[config.mk]
export PLATFORM = sky130hd
export DESIGN_NAME = windowed_sorted_hit_list_core
export DESIGN_NICKNAME = d
export VERILOG_FILES = /design/src/hw/rtl/wsh_pkg.sv /design/src/hw/rtl/wsh_front.sv /design/src/hw/rtl/wsh_fifo.sv /design/src/hw/rtl/wsh_back.sv /design/src/hw/rtl/windowed_sorted_hit_list_core.sv
export SDC_FILE = /design/constraint.sdc
export NUM_CORES = 2
export LEC_CHECK = 0
export ABC_CLOCK_PERIOD_IN_PS = 8500
export BUFFER_PORTS_ARGS = -buffer_cell sky130_fd_sc_hd__clkbuf_2
export CAP_MARGIN = 20
export CORE_ASPECT_RATIO = 1.25
export CORE_UTILIZATION = 45
export DETAILED_ROUTE_END_ITERATION = 10
export GPL_TIMING_DRIVEN = 0
export PLACE_DENSITY_LB_ADDON = 0.3
export SLEW_MARGIN = 20
export SYNTH_ARGS = -nofsm -noshare
export SYNTH_HDL_FRONTEND = slang
export SYNTH_SLANG_ARGS = --single-unit
[constraint.sdc]
create_clock -name clk -period 8.5 [get_ports clk]
set_input_delay 0.85 -clock clk [delete_from_list [all_inputs] [get_ports clk]]
set_output_delay 0.85 -clock clk [all_outputs]
set_load 0.02 [all_outputs]
[src/hw/rtl/wsh_pkg.sv]
// ---------------------------------------------------------------------------
// wsh_pkg
// Types and constants shared by the windowed sorted hit list blocks.
// ---------------------------------------------------------------------------
package wsh_pkg;

	localparam int MAX_HITS = 32;
	localparam int POS_W    = $clog2(MAX_HITS);
	localparam int CNT_W    = $clog2(MAX_HITS + 1);

	localparam logic        ACT_INSERT          = 1'b0;
	localparam logic        ACT_FLUSH           = 1'b1;
	localparam logic [1:0]  REG_LOW_LIMIT       = 2'd0;
	localparam logic [1:0]  REG_HIGH_LIMIT      = 2'd1;
	localparam logic [1:0]  REG_SORT_BY_CHANNEL = 2'd2;
	localparam logic [15:0] HIGH_LIMIT_RESET    = 16'd4096;

	typedef enum logic [2:0] {
		KIND_INSERTED = 3'd0,
		KIND_WINDOW   = 3'd1,
		KIND_FULL     = 3'd2,
		KIND_READ     = 3'd3,
		KIND_EMPTY    = 3'd4
	} kind_t;

	typedef enum logic [1:0] {
		OP_WINDOW = 2'd0,
		OP_INSERT = 2'd1,
		OP_FLUSH  = 2'd2
	} op_t;

	typedef struct packed {
		logic [15:0] energy;
		logic [15:0] time_stamp;
		logic [7:0]  channel;
	} hit_t;

	typedef struct packed {
		op_t  op;
		hit_t hit;
	} qent_t;

	typedef struct packed {
		kind_t            kind;
		logic [POS_W-1:0] position;
		logic [CNT_W-1:0] hit_total;
		hit_t             hit;
		logic             last;
	} res_t;

endpackage

[src/hw/rtl/wsh_front.sv]
// ---------------------------------------------------------------------------
// wsh_front
// Takes requests from the input stream, checks the energy window and
// queues each request with its class.
// ---------------------------------------------------------------------------
module wsh_front import wsh_pkg::*; (
	input  logic        s_tvalid,
	output logic        s_tready,
	input  logic [39:0] s_tdata,
	input  logic        s_tuser,
	input  logic [15:0] low_limit,
	input  logic [15:0] high_limit,
	input  logic        fifo_full,
	output logic        push,
	output qent_t       entry
);

	logic [15:0] energy;

	assign energy   = s_tdata[15:0];
	assign s_tready = !fifo_full;
	assign push     = s_tvalid && s_tready;

	always_comb begin
		entry.hit.energy     = energy;
		entry.hit.time_stamp = s_tdata[31:16];
		entry.hit.channel    = s_tdata[39:32];
		if (s_tuser == ACT_FLUSH) begin
			entry.op = OP_FLUSH;
		end else if (energy <= low_limit || energy > high_limit) begin
			entry.op = OP_WINDOW;
		end else begin
			entry.op = OP_INSERT;
		end
	end

endmodule

[src/hw/rtl/wsh_fifo.sv]
// ---------------------------------------------------------------------------
// wsh_fifo
// Short request queue between the front and the back.
// ---------------------------------------------------------------------------
module wsh_fifo import wsh_pkg::*; #(
	parameter int DEPTH = 2
) (
	input  logic  clk,
	input  logic  arst_n,
	input  logic  push,
	input  qent_t wr_data,
	output logic  full,
	input  logic  pop,
	output qent_t rd_data,
	output logic  empty
);

	localparam int PW = $clog2(DEPTH);
	localparam int CW = $clog2(DEPTH + 1);
	localparam logic [PW-1:0] LAST_PTR = PW'(DEPTH - 1);

	qent_t          mem_q [DEPTH];
	logic [PW-1:0]  wr_ptr_q;
	logic [PW-1:0]  rd_ptr_q;
	logic [CW-1:0]  count_q;

	assign full    = count_q == CW'(DEPTH);
	assign empty   = count_q == '0;
	assign rd_data = mem_q[rd_ptr_q];

	always_ff @(posedge clk or negedge arst_n) begin
		if (!arst_n) begin
			wr_ptr_q <= '0;
			rd_ptr_q <= '0;
			count_q  <= '0;
		end else begin
			if (push) begin
				wr_ptr_q <= (wr_ptr_q == LAST_PTR) ? '0 : wr_ptr_q + 1'b1;
			end
			if (pop) begin
				rd_ptr_q <= (rd_ptr_q == LAST_PTR) ? '0 : rd_ptr_q + 1'b1;
			end
			if (push && !pop) begin
				count_q <= count_q + 1'b1;
			end else if (pop && !push) begin
				count_q <= count_q - 1'b1;
			end
		end
	end

	always_ff @(posedge clk) begin
		if (push) begin
			mem_q[wr_ptr_q] <= wr_data;
		end
	end

endmodule

[src/hw/rtl/wsh_back.sv]
// ---------------------------------------------------------------------------
// wsh_back
// Holds the sorted hit cells, places inserts, reads out on flush and
// drives the result register.
// ---------------------------------------------------------------------------
module wsh_back import wsh_pkg::*; (
	input  logic  clk,
	input  logic  arst_n,
	input  logic  sort_by_channel,
	input  logic  fifo_empty,
	input  qent_t head,
	output logic  pop,
	output logic  res_valid,
	input  logic  res_ready,
	output res_t  res
);

	typedef enum logic [1:0] {
		ST_IDLE,
		ST_PLACE,
		ST_READ
	} state_t;

	state_t              state_q;
	logic [CNT_W-1:0]    count_q;
	logic [POS_W-1:0]    rd_idx_q;
	logic [MAX_HITS-1:0] prec_q;
	hit_t                hold_q;
	hit_t                cell_q [MAX_HITS];
	logic                out_valid_q;
	res_t                out_q;

	logic                out_free;
	logic                place_fire;
	logic                read_fire;
	logic                res_load;
	logic [MAX_HITS-1:0] prec;
	logic [POS_W-1:0]    ins_pos;
	logic [CNT_W-1:0]    rd_next;

	function automatic res_t make_res(input kind_t k, input logic [POS_W-1:0] p,
			input logic [CNT_W-1:0] total, input hit_t h, input logic l);
		res_t r;
		r.kind      = k;
		r.position  = p;
		r.hit_total = total;
		r.hit       = h;
		r.last      = l;
		return r;
	endfunction

	assign out_free   = !out_valid_q || res_ready;
	assign pop        = (state_q == ST_IDLE) && !fifo_empty && out_free;
	assign place_fire = (state_q == ST_PLACE) && out_free;
	assign read_fire  = (state_q == ST_READ) && out_free;
	assign rd_next    = {1'b0, rd_idx_q} + 1'b1;
	assign res_valid  = out_valid_q;
	assign res        = out_q;

	always_comb begin
		res_load = place_fire || read_fire;
		if (pop) begin
			unique case (head.op)
				OP_WINDOW: res_load = 1'b1;
				OP_FLUSH:  res_load = count_q == '0;
				OP_INSERT: res_load = count_q == CNT_W'(MAX_HITS);
				default:   res_load = 1'b0;
			endcase
		end
	end

	always_comb begin
		for (int i = 0; i < MAX_HITS; i++) begin
			prec[i] = (CNT_W'(i) < count_q) &&
				(sort_by_channel ? (head.hit.channel > cell_q[i].channel)
				                 : (head.hit.energy < cell_q[i].energy));
		end
	end

	always_comb begin
		ins_pos = '0;
		for (int i = 0; i < MAX_HITS; i++) begin
			if (prec_q[i]) begin
				ins_pos = POS_W'(i + 1);
			end
		end
	end

	for (genvar g = 0; g < MAX_HITS; g++) begin : g_cell
		localparam int PREV = (g == 0) ? 0 : g - 1;
		localparam int NEXT = (g == MAX_HITS - 1) ? g : g + 1;
		always_ff @(posedge clk) begin
			if (place_fire) begin
				if (POS_W'(g) == ins_pos) begin
					cell_q[g] <= hold_q;
				end else if (POS_W'(g) > ins_pos) begin
					cell_q[g] <= cell_q[PREV];
				end
			end else if (read_fire) begin
				cell_q[g] <= cell_q[NEXT];
			end
		end
	end

	always_ff @(posedge clk) begin
		if (pop) begin
			prec_q <= prec;
			hold_q <= head.hit;
		end
	end

	always_ff @(posedge clk or negedge arst_n) begin
		if (!arst_n) begin
			state_q     <= ST_IDLE;
			count_q     <= '0;
			rd_idx_q    <= '0;
			out_valid_q <= 1'b0;
			out_q       <= '0;
		end else begin
			if (res_ready && !res_load) begin
				out_valid_q <= 1'b0;
			end
			unique case (state_q)
				ST_IDLE: begin
					if (pop) begin
						unique case (head.op)
							OP_WINDOW: begin
								out_valid_q <= 1'b1;
								out_q       <= make_res(KIND_WINDOW, '0, count_q, '0, 1'b1);
							end
							OP_FLUSH: begin
								if (count_q == '0) begin
									out_valid_q <= 1'b1;
									out_q       <= make_res(KIND_EMPTY, '0, '0, '0, 1'b1);
								end else begin
									rd_idx_q <= '0;
									state_q  <= ST_READ;
								end
							end
							OP_INSERT: begin
								if (count_q == CNT_W'(MAX_HITS)) begin
									out_valid_q <= 1'b1;
									out_q       <= make_res(KIND_FULL, '0, count_q, '0, 1'b1);
								end else begin
									state_q <= ST_PLACE;
								end
							end
							default: begin
								state_q <= ST_IDLE;
							end
						endcase
					end
				end
				ST_PLACE: begin
					if (place_fire) begin
						out_valid_q <= 1'b1;
						out_q       <= make_res(KIND_INSERTED, ins_pos, count_q + 1'b1, '0,
							1'b1);
						count_q     <= count_q + 1'b1;
						state_q     <= ST_IDLE;
					end
				end
				ST_READ: begin
					if (read_fire) begin
						out_valid_q <= 1'b1;
						out_q       <= make_res(KIND_READ, rd_idx_q, '0, cell_q[0],
							rd_next == count_q);
						rd_idx_q    <= rd_next[POS_W-1:0];
						if (rd_next == count_q) begin
							count_q <= '0;
							state_q <= ST_IDLE;
						end
					end
				end
				default: begin
					state_q <= ST_IDLE;
				end
			endcase
		end
	end

endmodule

[src/hw/rtl/windowed_sorted_hit_list_core.sv]
// ---------------------------------------------------------------------------
// windowed_sorted_hit_list_core
// Sorted hit list of one event with an energy window and flush read-out.
// ---------------------------------------------------------------------------
// The input side takes one request per cycle while its two-entry queue has
// room; the list engine behind it works on one request at a time. An insert
// first compares the new key against all 32 stored hits as it is taken from
// the queue and registers the outcome, then places it and shifts the hits
// behind it. A request rejected for the energy window or a full list, and a
// flush of an empty list, are answered as soon as they are taken. A flush of
// n hits reads them out one by one from the head cell. Results leave through
// an output register; the engine starts or advances a request only when that
// register is empty or being taken, so a stalled result stream holds the engine.
module windowed_sorted_hit_list_core import wsh_pkg::*; (
	input  logic        clk,
	input  logic        arst_n,
	input  logic        s_tvalid,
	output logic        s_tready,
	input  logic [39:0] s_tdata,   // energy, time_stamp, channel
	input  logic        s_tuser,   // action
	output logic        m_tvalid,
	input  logic        m_tready,
	output logic [55:0] m_tdata,   // position, hit_total, out_energy, out_time, out_channel
	output logic [2:0]  m_tuser,   // kind
	output logic        m_tlast,
	input  logic        cfg_we,
	input  logic [1:0]  cfg_index,
	input  logic [15:0] cfg_wdata
);

	logic [15:0] low_limit_q;
	logic [15:0] high_limit_q;
	logic        sort_by_channel_q;

	logic  push;
	logic  pop;
	logic  fifo_full;
	logic  fifo_empty;
	qent_t wr_entry;
	qent_t head;
	res_t  res;

	always_ff @(posedge clk or negedge arst_n) begin
		if (!arst_n) begin
			low_limit_q       <= '0;
			high_limit_q      <= HIGH_LIMIT_RESET;
			sort_by_channel_q <= 1'b0;
		end else if (cfg_we) begin
			unique case (cfg_index)
				REG_LOW_LIMIT:       low_limit_q       <= cfg_wdata;
				REG_HIGH_LIMIT:      high_limit_q      <= cfg_wdata;
				REG_SORT_BY_CHANNEL: sort_by_channel_q <= cfg_wdata[0];
				default: ;
			endcase
		end
	end

	wsh_front u_front (
		.s_tvalid   (s_tvalid),
		.s_tready   (s_tready),
		.s_tdata    (s_tdata),
		.s_tuser    (s_tuser),
		.low_limit  (low_limit_q),
		.high_limit (high_limit_q),
		.fifo_full  (fifo_full),
		.push       (push),
		.entry      (wr_entry)
	);

	wsh_fifo #(
		.DEPTH (2)
	) u_fifo (
		.clk     (clk),
		.arst_n  (arst_n),
		.push    (push),
		.wr_data (wr_entry),
		.full    (fifo_full),
		.pop     (pop),
		.rd_data (head),
		.empty   (fifo_empty)
	);

	wsh_back u_back (
		.clk             (clk),
		.arst_n          (arst_n),
		.sort_by_channel (sort_by_channel_q),
		.fifo_empty      (fifo_empty),
		.head            (head),
		.pop             (pop),
		.res_valid       (m_tvalid),
		.res_ready       (m_tready),
		.res             (res)
	);

	assign m_tdata = {5'b0, res.hit.channel, res.hit.time_stamp, res.hit.energy,
		res.hit_total, res.position};
	assign m_tuser = res.kind;
	assign m_tlast = res.last;

	a_insert_pos: assert property (@(posedge clk) disable iff (!arst_n)
		m_tvalid && res.kind == KIND_INSERTED |->
			res.hit_total != '0 && {1'b0, res.position} < res.hit_total)
		else $error("insert position outside the stored hits");

	a_read_total: assert property (@(posedge clk) disable iff (!arst_n)
		m_tvalid && res.kind == KIND_READ |-> res.hit_total == '0)
		else $error("read-out result with nonzero hit total");

	a_single_last: assert property (@(posedge clk) disable iff (!arst_n)
		m_tvalid && (res.kind == KIND_INSERTED || res.kind == KIND_WINDOW ||
			res.kind == KIND_FULL || res.kind == KIND_EMPTY) |-> res.last)
		else $error("single result without last mark");

	a_full_total: assert property (@(posedge clk) disable iff (!arst_n)
		m_tvalid && res.kind == KIND_FULL |-> res.hit_total == CNT_W'(MAX_HITS))
		else $error("list full reported below capacity");

endmodule
==> metrics.txt <==
vias in the first global route=around 76000; pwr/cell area=roughly 440 nW/µm²; largest net degree at the start of global routing=82; CP max stage cell=clkbuf_1; number of max-slew violations in the final report=0; cell count after synthesis=8766; HP Class=input pin to flop; post-layout instance count excluding filler cells=11960; Total GRT Usage=36.16%; Final Setup Violations=0; commonest non-fill, non-tap cell in the layout=edfxtp_1; r2r worst-path depth=14; outcome=finished, violations left; count of cell types in the netlist=between 70 and 80; ANT nets after route=0; Initial DRC Count=approximately 10000; Reg2Reg Launch Point=u_back.state_q[1]$_DFFE_PN0P_; Synth top area share=a little under half; Final Hold Vio Count=0; largest area contributor in the netlist=edfxtp_1; first-pass GRT wire length=~530000 µm; setup TNS=0 ns; Clk Latency, worst-skew pair=around 0.87 ns; worst path required time=just over 9 ns; fin worst setup slack=2.192 ns; PostCTS Resize Cnt=0; RSZ-0062 raised after global routing=no; synthesized area per cell=10.40 µm²; EDFF count, synth=around 1400; Num Clock Sinks=about 1500; die area=204400 µm²; Worst setup SP type=flop; FMAX=between 150 and 200 MHz; Via Count=between 70000 and 80000; Area Growth Syn to Fin=11.84%; violated checks=DRC; r2r setup slk=around 2.2 ns; wire per inst=around 32 µm; most frequent cells in the layout=edfxtp_1 (1436), nand2_1 (1217), ha_1 (781); TritonCTS Buffers=171; Seq cells post-synth=~1500; CTS Root Cell=clkbuf_16; Initial Utilization=a little under half; DRT Pass-1 Iters=11; Synthesis Warnings=0; worst setup path end=u_back.cell_q[0][254]$_DFFE_PP_; Die X=404.6 µm; fin util=approximately half; initial antenna violation count=17; final net count=around 10000; RePlAce Congestion=approximately 1.0; port bufs=120; cell row count=about 180; Post-Route WL=between 300000 and 400000 µm; Area contributors post-synth=edfxtp_1 (47%), ha_1 (11%), nand2_1 (5.0%); CP arrival=6.86 ns; vias per inst=between 6 and 7; CP Launch Point=u_back.state_q[1]$_DFFE_PN0P_; IO Pins=between 100 and 150; layout cell share with drive strength beyond 1=under 10%; end of the worst register-to-register path=u_back.cell_q[0][254]$_DFFE_PP_; crit share post-route=between 70 and 80%; Worst setup EP type=flop; Min Clock Period, post-route=around 6.3 ns; Max VDD drop=about 260 µV; CTS tree=done; Die H=just over 500 µm; Post-Syn Area=~91000 µm²; Rel. slew slack=around 11%; Hold WS=0.1797 ns; core area=between 200000 and 250000 µm²; Main synth FF type=edfxtp_1; clock skew=~0.038 ns; GRT overflow=0; asr flop ratio synth=under 10%; Max-Cap Viols=0; P_leak=around 0.04 µW; Placement Setup Slack=around 2.5 ns; H-tree levels=4; DPL Wire Length=297200 µm; clock-pin slew on the worst setup and hold paths=about 0.060 ns; placed cells=approximately 12000; crit-path most repeated cell=buf_4; CP Class=flop to flop; delay of the slowest critical-path stage=around 0.98 ns; CP max FO=10; sequential-to-total area share from yosys stat=50.20%; Slew @ Worst Pin=around 1.3 ns; Clock Path Buffers=3; crit-path cells=inv_1, ha_1, clkbuf_1, nor2_2, clkbuf_2, clkbuf_1, clkbuf_1, nor2_1, o211ai_1, buf_4, buf_4, buf_4, buf_4, buf_4; DRC viols=2
[synth_stat cells, types with 125 or more instances]
library cell,instances
a21oi_1,345
nand3_1,125
a21o_1,127
o21ai_0,707
nor2_1,565
mux2i_1,326
edfxtp_1,1436
ha_1,781
clkbuf_1,534
inv_1,779
a221o_1,332
a31oi_1,176
nand2_1,1225
o221ai_1,313
[flip-flops by register name, indices dropped and copies added, names as in the netlist, 2 cells and up]
| signal | cells |
|---|---|
| low_limit_q | 16 |
| u_back.cell_q | 1280 |
| u_back.rd_idx_q | 5 |
| u_back.hold_q | 40 |
| u_back.res | 55 |
| u_back.prec_q | 32 |
| u_back.state_q | 2 |
| u_fifo.mem_q | 84 |
| high_limit_q | 16 |
| u_back.count_q | 6 |
| u_fifo.count_q | 2 |
[through the flow]
stage / cell area [µm²] / power [µW]
CTS: 101900 / 44460
floorplan: 91190 / 27480
global route: 102000 / 47090
finish: 102000 / 45120
detailed placement: 96330 / 36800
global placement: 95170 / 35860
[power breakdown]
group | internal, µW | switching [µW]
Combinational | 7150 | 14900
Clock | 4180 | 3450
Sequential | 13200 | 2190
[timing repair]
item | 4_1_cts | 5_1_grt
hold buffers | 1 | 0
hold endpoints to repair | 25 | 0
setup buffers | 0 | 0
[critical path, delay by kind of cell (launching register included)]
family | cells | cell delay (ns)
DFF | 1 | 0.38
AOI/OAI and AO/OA | 1 | 0.59
buffers and inverters | 10 | 3.90
and+or+nand+nor | 2 | 0.86
adders and majority gates | 1 | 0.23
[cell type report]
| class | count | area, µm² |
|---|---|---|
| diodes | 9 | 22.52 |
| plain buffers | 635 | 2521 |
| clock buffers | 222 | 4624 |
| clock inverters | 89 | 904.6 |
| fillers | 18610 | 99240 |
| inverters | 780 | 2933 |
| multi-input cells | 5813 | 40350 |
| flip-flops and latches | 1542 | 45780 |
| well taps | 2697 | 3374 |
| repair buffers | 170 | 1474 |
[worst min-delay path by stage]
stage / cells past startpoint / slack [ns] / endpoint / startpoint
2_1_floorplan: 1 / 0.46 / u_fifo.wr_ptr_q$_DFFE_PN0P_ / u_fifo.wr_ptr_q$_DFFE_PN0P_
3_3_place_gp: 2 / 0.47 / u_back.res[8]$_DFFE_PN0P_ / u_back.res[8]$_DFFE_PN0P_
3_5_place_dp: 2 / 0.47 / u_back.res[30]$_DFFE_PN0P_ / u_back.res[30]$_DFFE_PN0P_
4_1_cts: 1 / 0.13 / u_fifo.mem_q[0][21]$_DFFE_PP_ / s_tdata[29]
5_1_grt: 1 / 0.16 / u_fifo.mem_q[0][20]$_DFFE_PP_ / s_tdata[28]
6_report: 1 / 0.18 / u_fifo.mem_q[0][17]$_DFFE_PP_ / s_tdata[25]
[layer usage]
metal	wire (µm)	part of all wire [%]	GRT usage (%)	vias to the layer above
met5	88	0.023	0	-
met4	26100	6.9	21.23	14
met3	33660	8.9	5.679	999
met2	170500	45	56.91	4614
met1	147100	39	47.05	38890
li1	-	-	-	33250
[kinds of logic (layout without fill, tap and decap cells)]
logic type | after synthesis | after routing | share of synthesized area [%]
flops | 1542 | 1542 | 50.20
compound gates | 2355 | 2355 | 17.95
fa+ha+maj | 781 | 781 | 10.72
xor+xnor | 13 | 13 | 0.1249
mux | 423 | 423 | 4.777
buf+inv | 1415 | 1896 | 5.932
simple gates | 2236 | 2236 | 10.29
other cells | 1 | 14 | 0.004113
Power figures use the tool's default switching activity.
